--- src/hdl/mlfq_pkg.sv ---
// Shared types and constants for the multilevel feedback queue scheduler.
`default_nettype none
package mlfq_pkg;
  localparam logic [2:0] KIND_REQUEUE = 3'd0;
  localparam logic [2:0] KIND_EXIT    = 3'd1;
  localparam logic [2:0] KIND_BOOST   = 3'd2;
  localparam logic [2:0] KIND_ADMIT   = 3'd3;
  localparam logic [2:0] KIND_ERROR   = 3'd4;
  localparam logic CMD_ADMIT = 1'b0;
  localparam logic CMD_RUN   = 1'b1;
  localparam logic REG_QUEUE_LEVELS = 1'b0;
  localparam logic REG_BOOST_PERIOD = 1'b1;
  localparam logic [3:0] RESET_LEVELS = 4'd3;
  localparam logic [15:0] RESET_PERIOD = 16'd100;

  typedef struct packed {
    logic [2:0] kind;
    logic [3:0] proc_id;
    logic [3:0] new_level;
    logic       last;
  } result_t;
endpackage
`default_nettype wire

--- src/hdl/mlfq_link_ram.sv ---
// Next-link memory of the queued process lists, registered read.
`default_nettype none
module mlfq_link_ram #(
  parameter int Depth = 16,
  parameter int AW = 4
) (
  input  wire logic          clk_i,
  input  wire logic          we_i,
  input  wire logic [AW-1:0] waddr_i,
  input  wire logic [AW-1:0] wdata_i,
  input  wire logic [AW-1:0] raddr_i,
  output logic      [AW-1:0] rdata_o
);
  logic [AW-1:0] mem [Depth];
  always_ff @(posedge clk_i) begin
    if (we_i) mem[waddr_i] <= wdata_i;
    rdata_o <= mem[raddr_i];
  end
endmodule
`default_nettype wire

--- src/hdl/mlfq_scheduler_top.sv ---
// Top level of the multilevel feedback queue scheduler.
//  channel  | dir | signals                         | content
//  s_axis   | in  | tvalid tready tdata tuser       | tdata: pid, demote_steps, finished; tuser: command
//  m_axis   | out | tvalid tready tdata tuser tlast | tdata: proc_id, new_level; tuser: kind
//  cfg      | in  | valid ready index data          | 0 queue_levels, 1 boost_period
// An admit or a rejected command is answered from the idle state. A run seeks a
// non-empty queue level by level, dispatches its head, and seeks again after the
// dispatch. A boost moves each process with a pop and a link read, paced
// by the link memory read port. Each result waits in the output register until
// taken; the engine stalls while it is full. A pending config write holds input.
// Reset empties all queues at once (valid bits only).
`default_nettype none
module mlfq_scheduler_top
  import mlfq_pkg::*;
#(
  parameter int MAX_PROCS  = 16,
  parameter int MAX_LEVELS = 8
) (
  input  wire logic        clk_i,
  input  wire logic        rst_ni,
  input  wire logic        s_axis_tvalid,
  output logic             s_axis_tready,
  input  wire logic [7:0]  s_axis_tdata,   // pid[3:0], demote_steps[6:4], finished[7]
  input  wire logic        s_axis_tuser,   // command
  output logic             m_axis_tvalid,
  input  wire logic        m_axis_tready,
  output logic [7:0]       m_axis_tdata,   // proc_id[3:0], new_level[7:4]
  output logic [2:0]       m_axis_tuser,   // kind
  output logic             m_axis_tlast,
  input  wire logic        cfg_valid_i,
  output logic             cfg_ready_o,
  input  wire logic        cfg_index_i,
  input  wire logic [15:0] cfg_data_i
);
  localparam int PW = (MAX_PROCS > 1) ? $clog2(MAX_PROCS) : 1;
  localparam int LW = $clog2(MAX_LEVELS);
  localparam int CW = $clog2(MAX_PROCS + 1);
  localparam int RstTop = (int'(RESET_LEVELS) > MAX_LEVELS) ? MAX_LEVELS - 1 :
                          int'(RESET_LEVELS) - 1;

  typedef enum logic [6:0] {
    S_IDLE = 7'b0000001, S_FIND = 7'b0000010, S_BPOP = 7'b0000100,
    S_BLNK = 7'b0001000, S_DISP = 7'b0010000, S_DLNK = 7'b0100000,
    S_POST = 7'b1000000
  } state_e;

  state_e          state_q, state_d;
  logic [3:0]      qlev_q;
  logic [15:0]     period_q;
  logic [PW-1:0]   head_q [MAX_LEVELS];
  logic [PW-1:0]   tail_q [MAX_LEVELS];
  logic [MAX_LEVELS-1:0] ne_q;
  logic [MAX_PROCS-1:0]  queued_q;
  logic [LW-1:0]   cur_q, blv_q;
  logic [15:0]     disp_q;
  logic [CW-1:0]   act_q;
  logic [LW:0]     cnt_q;
  logic [2:0]      dem_q;
  logic            fin_q, boosted_q;
  logic [PW-1:0]   pop_q;
  result_t         out_q;
  logic            ovalid_q;

  logic [LW-1:0] top;
  always_comb begin
    if (qlev_q == 4'd0) top = '0;
    else if (32'(qlev_q) > MAX_LEVELS) top = LW'(MAX_LEVELS - 1);
    else top = LW'(qlev_q - 4'd1);
  end

  function automatic logic [LW-1:0] step_dn(input logic [LW-1:0] lv, input logic [LW-1:0] t);
    return (lv == '0) ? t : lv - LW'(1);
  endfunction

  logic          lk_we;
  logic [PW-1:0] lk_wa, lk_wd, lk_ra, lk_rd;
  mlfq_link_ram #(.Depth(MAX_PROCS), .AW(PW)) u_link (
    .clk_i, .we_i(lk_we), .waddr_i(lk_wa), .wdata_i(lk_wd),
    .raddr_i(lk_ra), .rdata_o(lk_rd)
  );

  logic oslot;
  assign oslot = !ovalid_q || m_axis_tready;
  assign s_axis_tready = (state_q == S_IDLE) && oslot && !cfg_valid_i;
  assign cfg_ready_o   = (state_q == S_IDLE);
  assign m_axis_tvalid = ovalid_q;
  assign m_axis_tdata  = {out_q.new_level, out_q.proc_id};
  assign m_axis_tuser  = out_q.kind;
  assign m_axis_tlast  = out_q.last;

  logic [LW-1:0] nl;
  logic [LW:0]   lvx;
  assign lvx = {1'b0, blv_q};
  assign nl = ({1'b0, dem_q} >= 4'(lvx)) ? '0 : LW'(4'(lvx) - {1'b0, dem_q});

  always_comb begin
    state_d = state_q;
    lk_ra = head_q[blv_q];
    case (state_q)
      S_IDLE: if (s_axis_tvalid && s_axis_tready && s_axis_tuser == CMD_RUN && act_q != '0)
                state_d = S_FIND;
      S_FIND: if (ne_q[cur_q] || cnt_q > {1'b0, top}) state_d = S_POST;
      S_BPOP: if (oslot) state_d = S_BLNK;
      S_DISP: if (oslot) state_d = S_DLNK;
      default: ;
    endcase
  end

  logic ipk, rgo;
  logic [PW-1:0] ppid;
  assign ppid = PW'(s_axis_tdata[3:0]);
  assign ipk = s_axis_tvalid && s_axis_tready;

  always_ff @(posedge clk_i or negedge rst_ni) begin
    if (!rst_ni) begin
      state_q <= S_IDLE; qlev_q <= RESET_LEVELS; period_q <= RESET_PERIOD;
      ne_q <= '0; queued_q <= '0; cur_q <= LW'(RstTop);
      disp_q <= '0; act_q <= '0; ovalid_q <= 1'b0; cnt_q <= '0;
      boosted_q <= 1'b0; blv_q <= '0; lk_we <= 1'b0;
    end else begin
      lk_we <= 1'b0;
      if (m_axis_tready) ovalid_q <= 1'b0;
      if (cfg_valid_i && cfg_ready_o) begin
        if (cfg_index_i == REG_QUEUE_LEVELS) begin
          qlev_q <= cfg_data_i[3:0]; ne_q <= '0; queued_q <= '0;
          disp_q <= '0; act_q <= '0;
          if (cfg_data_i[3:0] == 4'd0) cur_q <= '0;
          else if (32'(cfg_data_i[3:0]) > MAX_LEVELS) cur_q <= LW'(MAX_LEVELS - 1);
          else cur_q <= LW'(cfg_data_i[3:0] - 4'd1);
        end else period_q <= cfg_data_i;
      end
      case (state_q)
        S_IDLE: if (ipk) begin
          dem_q <= s_axis_tdata[6:4]; fin_q <= s_axis_tdata[7];
          cnt_q <= '0; boosted_q <= 1'b0; ovalid_q <= 1'b1;
          if (s_axis_tuser == CMD_ADMIT) begin
            if (32'(s_axis_tdata[3:0]) >= MAX_PROCS || queued_q[ppid] ||
                32'(act_q) >= MAX_PROCS) begin
              out_q <= '{KIND_ERROR, s_axis_tdata[3:0], 4'd0, 1'b1};
            end else begin
              if (ne_q[top]) begin lk_we <= 1'b1; lk_wa <= tail_q[top]; lk_wd <= ppid; end
              else head_q[top] <= ppid;
              tail_q[top] <= ppid; ne_q[top] <= 1'b1;
              queued_q[ppid] <= 1'b1; act_q <= act_q + CW'(1);
              out_q <= '{KIND_ADMIT, s_axis_tdata[3:0], 4'(top) + 4'd1, 1'b1};
            end
          end else if (act_q == '0) out_q <= '{KIND_ERROR, 4'd0, 4'd0, 1'b1};
          else ovalid_q <= 1'b0;
        end
        S_FIND: begin
          if (ne_q[cur_q] || cnt_q > {1'b0, top}) begin
            cnt_q <= '0;
            if (!boosted_q && disp_q >= period_q) begin
              boosted_q <= 1'b1; blv_q <= cur_q; state_q <= S_BPOP;
            end else begin
              blv_q <= cur_q; state_q <= boosted_q ? S_IDLE : S_DISP;
            end
            if (boosted_q) state_q <= S_IDLE;
          end else begin
            cur_q <= step_dn(cur_q, top); cnt_q <= cnt_q + 1'b1;
          end
          if (!(ne_q[cur_q] || cnt_q > {1'b0, top})) state_q <= S_FIND;
        end
        S_BPOP: begin
          if (cnt_q > {1'b0, top}) begin
            disp_q <= '0; cur_q <= top; blv_q <= top; state_q <= S_DISP;
          end else if (blv_q == top || !ne_q[blv_q]) begin
            blv_q <= step_dn(blv_q, top); cnt_q <= cnt_q + 1'b1;
          end else if (oslot) begin
            pop_q <= head_q[blv_q];
            if (ne_q[top]) begin lk_we <= 1'b1; lk_wa <= tail_q[top]; lk_wd <= head_q[blv_q]; end
            else head_q[top] <= head_q[blv_q];
            tail_q[top] <= head_q[blv_q]; ne_q[top] <= 1'b1;
            if (head_q[blv_q] == tail_q[blv_q]) ne_q[blv_q] <= 1'b0;
            ovalid_q <= 1'b1;
            out_q <= '{KIND_BOOST, 4'(head_q[blv_q]), 4'(top) + 4'd1, 1'b0};
            state_q <= S_BLNK;
          end
        end
        S_BLNK: begin
          if (ne_q[blv_q]) head_q[blv_q] <= lk_rd;
          state_q <= S_BPOP;
        end
        S_DISP: if (oslot) begin
          pop_q <= head_q[blv_q]; ovalid_q <= 1'b1;
          if (head_q[blv_q] == tail_q[blv_q]) ne_q[blv_q] <= 1'b0;
          state_q <= S_DLNK;
          if (fin_q) begin
            queued_q[head_q[blv_q]] <= 1'b0; act_q <= act_q - CW'(1);
            out_q <= '{KIND_EXIT, 4'(head_q[blv_q]), 4'd0, 1'b1};
          end else
            out_q <= '{KIND_REQUEUE, 4'(head_q[blv_q]), 4'(nl) + 4'd1, 1'b1};
        end
        S_DLNK: begin
          if (ne_q[blv_q]) head_q[blv_q] <= lk_rd;
          if (!fin_q) begin
            if (ne_q[nl]) begin lk_we <= 1'b1; lk_wa <= tail_q[nl]; lk_wd <= pop_q; end
            else head_q[nl] <= pop_q;
            tail_q[nl] <= pop_q; ne_q[nl] <= 1'b1;
          end
          disp_q <= disp_q + 16'd1; cnt_q <= '0; boosted_q <= 1'b1;
          state_q <= S_FIND;
        end
        default: state_q <= S_IDLE;
      endcase
      if (state_q == S_IDLE && state_d == S_FIND) state_q <= S_FIND;
    end
  end

  assert property (@(posedge clk_i) disable iff (!rst_ni)
    (state_q != S_IDLE) |-> !s_axis_tready)
    else $error("input taken while busy");
  assert property (@(posedge clk_i) disable iff (!rst_ni)
    (ovalid_q && !m_axis_tready) |=> ($stable(out_q) && ovalid_q))
    else $error("result changed while stalled");
  assert property (@(posedge clk_i) disable iff (!rst_ni)
    32'(act_q) <= MAX_PROCS)
    else $error("active count overflow");
  assert property (@(posedge clk_i) disable iff (!rst_ni)
    (act_q == '0) |-> (ne_q == '0 || state_q != S_IDLE))
    else $error("queues not empty with no process");
endmodule
`default_nettype wire
--- config.mk ---
export PLATFORM = sky130hd
export DESIGN_NAME = mlfq_scheduler_top
export DESIGN_NICKNAME = d
export VERILOG_FILES = /design/src/hdl/mlfq_pkg.sv /design/src/hdl/mlfq_link_ram.sv /design/src/hdl/mlfq_scheduler_top.sv
export SDC_FILE = /design/constraint.sdc
export NUM_CORES = 1
export LEC_CHECK = 0
export BUFFER_PORTS_ARGS = -buffer_cell sky130_fd_sc_hd__buf_4
export CAP_MARGIN = 10
export CELL_PAD_IN_SITES_DETAIL_PLACEMENT = 0
export CELL_PAD_IN_SITES_GLOBAL_PLACEMENT = 1
export CORE_ASPECT_RATIO = 1.1
export CORE_UTILIZATION = 30
export DETAILED_ROUTE_END_ITERATION = 10
export GPL_ROUTABILITY_DRIVEN = 0
export HOLD_SLACK_MARGIN = 0.15
export PLACE_DENSITY_LB_ADDON = 0.3
export SYNTH_ARGS = -nofsm -noshare
export SYNTH_HDL_FRONTEND = slang
export SYNTH_SLANG_ARGS = --single-unit
--- constraint.sdc ---
create_clock -name clk_i -period 6.25 [get_ports clk_i]
set_clock_uncertainty 0.2 [all_clocks]
set_input_delay 0.9375 -clock clk_i [delete_from_list [all_inputs] [get_ports clk_i]]
set_output_delay 0.9375 -clock clk_i [all_outputs]
set_load 0.005 [all_outputs]
# After elaboration in Yosys (flattened, before gate mapping)
# Memories as Yosys holds them, arrays and structs flattened. A register that Yosys moved wholly into a read port is not among the register bits.
# Index checks and enable logic that the tools add are counted.
# totals
out_inout_bits	15
mem_bits_rw	128
reg_bits	113
word_cells	333
in_bits	31
n_memories	3
# op_classes
n_eq_ne	27
order_cmp	17
add_sub_neg	11
reduce_logical	54
bitwise	12
mux	187
# mem_list
name	depth	word_bits	rd	rd_ports_with_merged_regs	write_ports	line	source
u_link.mem	16	4	1	1	1	mlfq_link_ram.sv:14	logic [AW-1:0] mem [Depth];
head_q	8	4	1	0	2	mlfq_scheduler_top.sv:50	logic [PW-1:0] head_q [MAX_LEVELS];
tail_q	8	4	3	0	1	mlfq_scheduler_top.sv:51	logic [PW-1:0] tail_q [MAX_LEVELS];
# ops
op	n
$mux W16	10
$mux W4	31
$mux W12	8
$mux W8	12
$mux W1	66
$pmux W16 S2	2
$mux W7	9
$mux W3	16
$pmux W7 S6	1
$mux W5	8
$pmux W12 S3	1
$pmux W8 S4	1
$pmux W7 S4	1
$ne A2 B2 Y1 const B	12
$pmux W4 S3	2
$logic_and A1 B1 Y1	21
$add A16 B1 Y16 const B	1
$and A16 B16 Y16	1
$and A8 B8 Y8	2
$ge A16 B16 Y1	1
$lt A3 B4 Y1 const B	4
$not A16 Y16	1
$or A16 B16 Y16	1
$or A8 B8 Y8	2
54 further kinds	94

# Depth between registers and ports, before layout
# logic_depth
word_depth	14
depth_mapped	18
ltp_nobuf	15

# Hierarchy
# A second synthesis with hierarchy kept.
# unflattened
hier_cells	1264
area_unflattened_um2	13904.6
# modules_own_cells
module	area_per_inst_um2	seq_area_each_um2	instances	cells_each
mlfq_scheduler_top	11238.3	4898.4	1	1134
mlfq_link_ram	2666.3	2001.9	1	130

# Worst setup path after synthesis
# OpenSTA, ideal clock, no wires.
# synth_timing
kind	reg2reg
start	register qlev_q[0]
end	register lk_wa[0] (enable)
path_stages_with_launch	13
setup_ps	390
slack_ps	1652
synth_period_minus_slack_ps	4598
arrival_ps	4007
n_path_buf	1
required_ps	5660
path_cell_list	dfstp_2 inv_1 ha_1 inv_1 maj3_1 inv_2 clkbuf_1 ha_1 a2111oi_0 nor2_1 nor3_1 a21oi_1 a2111oi_0
# synth_between
elab_chain_len	7
elab_cells_between_ends	11
classes_between	add/sub: 1; order compare: 2; eq/ne: 3; mux: 2; reduce/logical: 3
# synth_lines
item	line	source
from (decl)	mlfq_scheduler_top.sv:48	logic [3:0] qlev_q;
from (signal assigned)	mlfq_scheduler_top.sv:116	state_q <= S_IDLE; qlev_q <= RESET_LEVELS; period_q <= RESET_PERIOD;
from (signal assigned)	mlfq_scheduler_top.sv:125	qlev_q <= cfg_data_i[3:0]; ne_q <= '0; queued_q <= '0;
$gt A4 B4 Y1 or $sub A3 B1 Y3 (tied branches)	mlfq_scheduler_top.sv:67, mlfq_scheduler_top.sv:68	
$mux W3	mlfq_scheduler_top.sv:67	else if (32'(qlev_q) > MAX_LEVELS) top = LW'(MAX_LEVELS - 1);
$mux W3 *	mlfq_scheduler_top.sv:66	if (qlev_q == 4'd0) top = '0;
branches (longest 3 deep; another with $gt A4 B3 Y1)	-	
$reduce_and A10 Y1 (no line) *	-	
to (signal assigned)	mlfq_scheduler_top.sv:141	if (ne_q[top]) begin lk_we <= 1'b1; lk_wa <= tail_q[top]; lk_wd <= ppid; end
to (signal assigned)	mlfq_scheduler_top.sv:171	if (ne_q[top]) begin lk_we <= 1'b1; lk_wa <= tail_q[top]; lk_wd <= head_q[blv_q]; end
to (signal assigned)	mlfq_scheduler_top.sv:197	if (ne_q[nl]) begin lk_we <= 1'b1; lk_wa <= tail_q[nl]; lk_wd <= pop_q; end
to (decl)	mlfq_scheduler_top.sv:76	logic [PW-1:0] lk_wa, lk_wd, lk_ra, lk_rd;
# Mark *: on every way between the ends.
# A chain may end at the register's enable or synchronous reset.

==> results.txt <==
* Die Outline Area: 0.04635 mm^2
- In the global route stage, overall resource usage came out at a little under a fifth.
- Compound-Gate Fraction of Synth Area: 16.53%
- Entering global routing, the biggest net connects 58 pins.
* Post-route cell area: 0.01557 mm^2
- The first global-routing pass estimated 65820 um of wire.
* Area used by multi-input combinational logic: 0.006250 mm^2
* Relative area change from synthesis to final layout: 14.07%
- STA puts the critical path data required time at 6370 ps.
* Number of global-route vias before repair: 10650
- Number of buffer and inverter stages on the critical path: 4
- Detailed Route Iter0 Violations: about 810
- Setup repair after global routing missed its margin: no
- In this run the tightest slew margin relative to its limit is 32.02%.
* Sequential area share after synthesis: around 50%
- The count of buffers added on input and output ports is 45.
- Per-cell routed wire length: 22.47 um
* CP max FO: 15
- The worst setup path is launched from a register.
- Critical path capture point type: register
- Fraction of final layout cells with drive strength greater than 1: approximately 16%
- Setup TNS: 0 ps
- Share of Yosys cell area claimed by the top area cell type: 34.32%
- Hold crit path type: reg -> reg
* Clock Tree Buf Depth: 3
- The synthesized design contains 245 register bits.
- After synthesis, the largest family of logic cells by area is compound AO/OA/AOI/OAI gates.
- After legalization and detailed placement, the total HPWL measured 29910 um.
- After synthesis, the share of cell area in mux cells is between 10% and 20%.
* Initial antenna violation count: 0
- Clock tree from TritonCTS: yes
* Sequential cell area: just under 0.007 mm^2
- Outcome: finished, final reports clean
- Root buffer cell: clkbuf_16
* Number of maximum-capacitance constraint violations: 0
- CTS built an H-tree with a depth of 1.
- Yosys cell types: 85
* Hold Worst Slack: 285.4 ps
- Worst vdd ir: 0.2040 mV
- Synthesis produced a netlist whose cell count is 1279.
- Once detail routing completed, the nets flagged for antenna violations numbered 0.
* Chain of cells forming the critical path: inv_1, ha_1, inv_1, maj3_1, buf_4, inv_2, ha_1, a2111oi_0, or2_0, nand3_1, a2111oi_4, mux2i_1, o21ai_1, mux2_2
- Placement-stage cell area: 0.01460 mm^2
* Actual transition at the worst max-transition pin: 1014 ps
- Std cell rows: 81
- The number of pins with negative max-slew slack in the final report came to 0.
- Final setup vio count: 0
* Initial cell density of the core: 30.54%
- Xor and xnor fraction of the mapped netlist area: 0.9534%
- The floorplan step set the die height to 225.7 um.
- Boundary Pins: 46
- After Yosys synthesis, full adders, half adders and majority gates account for 3.484% of the synthesized area.
* P_leak: 5.830 nW
- Max Clock Freq: between 0.15 and 0.2 GHz
- Synth top area cells: edfxtp_1 34%, dfrtp_1 14%, mux2_2 5.2%
- Final Hold Fails: 0
* DR pass1 iterations: 5
- Number of vias after detailed routing: 10620
- Counting the fill cells in the layout gives 4465.
- GRT overflow: 0
* Most used flip-flop cell after synthesis: edfxtp_1
- In the routed design, unresolved DRC markers number 0.
- The synthesized design contains 156 enable-type register cells.
* Top library cells by usage in the layout, fill and taps aside: 156 x edfxtp_1, 120 x nand2_1, 104 x nor2_1, 90 x a21oi_1, 78 x dfrtp_1
- The later pin in the worst-skew pair is clocked with a latency of approximately 580 ps.
- Max incr delay on CP: 660 ps
* Syn Std Cell Area: 0.01365 mm^2
* Power, Total: 4.143 mW
- In the finished design, the share of the clock period the worst path needs comes to between 80% and 90%.
* Clock transition at the registers of the reported paths: 60 ps
- CTS Buf Count: 29
* Mean Syn Cell Area: 10.67 um^2
- Total wire length: about 43000 um
* Cell family with the largest share of critical-path delay: compound AO/OA/AOI/OAI gates
- In this run the standard cell core region covers ~0.045 mm^2.
* Most frequent standard cell in the layout excluding fill and tap cells: edfxtp_1
- DIE WIDTH: 205.4 um
- DR vias/cell: 5.550
* ANT cells: 0
- Power spread over the standard cell area amounts to 266.1 mW/mm^2.
- For this design, the slowest cell found on the critical path is dfstp_2.
* Synth async-reset ratio: a little over a third
- After Yosys synthesis, and, or, nand and nor cells account for a little over an eighth of the synthesized area.
* Path type of the worst setup path: reg -> reg
- Layout net count: 1377
- Data arrival time of the critical path: roughly 5400 ps
- The number of nets handed over by synthesis was 1345.
- Sink Count: 245
* Setup slack after placement: ~1100 ps
* Final worst slack: 955.8 ps
* Count of warnings emitted by yosys: 0
- The synthesized design spends more area on one cell type than any other, namely edfxtp_1.
- Post-layout minimum cycle time: 5294 ps
[where the power goes]
| part | total [mW] | switching [mW] | internal, mW |
|---|---|---|---|
| clock network | 1.73 | 0.711 | 1.02 |
| registers | 1.84 | 0.0537 | 1.78 |
| logic | 0.579 | 0.363 | 0.216 |
| total | 4.14 | 1.13 | 3.02 |
[cell usage after synthesis (11+ instances only)]
cell type  count
a221oi_1      14
o21ai_0       67
nor3_1        31
a22oi_1       27
o221ai_1      11
nand3_1       41
nand2b_1      13
mux2i_1       55
ha_1          34
edfxtp_1     156
mux2_2        63
a21oi_1       90
and3_1        16
a31oi_1       14
dfrtp_1       78
clkbuf_1      39
nor2_1       104
nand2_1      120
inv_1         51
buf_2         13
[cell type report]
class | count | share of cell area (%)
flip-flops and latches | 245 | 44.32
multi-input cells | 910 | 40.14
clock buffers | 40 | 5.119
well taps | 581 | 4.669
repair buffers | 69 | 3.343
inverters | 56 | 1.366
clock inverters | 13 | 1.037
[sequential cells by signal, indices dropped and copies added, names as in the netlist, 5 cells and up]
name          count
ne_q              8
queued_q         16
m_axis_tdata      8
tail_q           32
disp_q           16
period_q         16
head_q           32
state_q           7
act_q             5
u_link.mem       64
[timing repair]
action,in CTS,in global routing
gates resized for setup,0,0
setup buffers,0,0
hold buffers,1,0
endpoints found under the hold margin,4,0
[worst paths after layout]
check | from | endpoint | slack (ps) | depth (start not counted)
worst max-delay path | qlev_q[0]$_DFFE_PN1P_ | head_q[4][1]$_DFFE_PP_ | 960 | 14
worst min-delay path | period_q[1]$_DFFE_PN0P_ | period_q[1]$_DFFE_PN0P_ | 290 | 2
worst max register to register | qlev_q[0]$_DFFE_PN1P_ | head_q[4][1]$_DFFE_PP_ | 960 | 14
worst min register to register | period_q[1]$_DFFE_PN0P_ | period_q[1]$_DFFE_PN0P_ | 290 | 2
max in group asynchronous | rst_ni | blv_q[1]$_DFFE_PN0P_ | 3980 | 3
min in group asynchronous | rst_ni | state_q[4]$_DFFE_PN0P_ | 690 | 2
[through the flow]
step	util, %	cells
6_report	34.83	1914
3_5_place_dp	32.67	1860
4_1_cts	34.83	1914
2_1_floorplan	-	1279
5_1_grt	34.83	1914
3_3_place_gp	32.67	1860
[layer usage]
metal	part of all wire, %	track usage (%)
met1	43	24.74
met3	5.7	2.554
met5	0	0
met4	4.7	8.793
met2	47	30.14
[cell families after synthesis]
kind of cell,Yosys count
simple gates,391
other cells,1
xor+xnor,14
buf+inv,124
mux,130
fa+ha+maj,38
flops,245
compound gates,336
[tightest hold or removal path, cell delays in order (launching register included)]
cell and delay [ps]:
dfrtp_1 340, nand2_1 50, o21ai_0 60
Power figures use the tool's default switching activity.
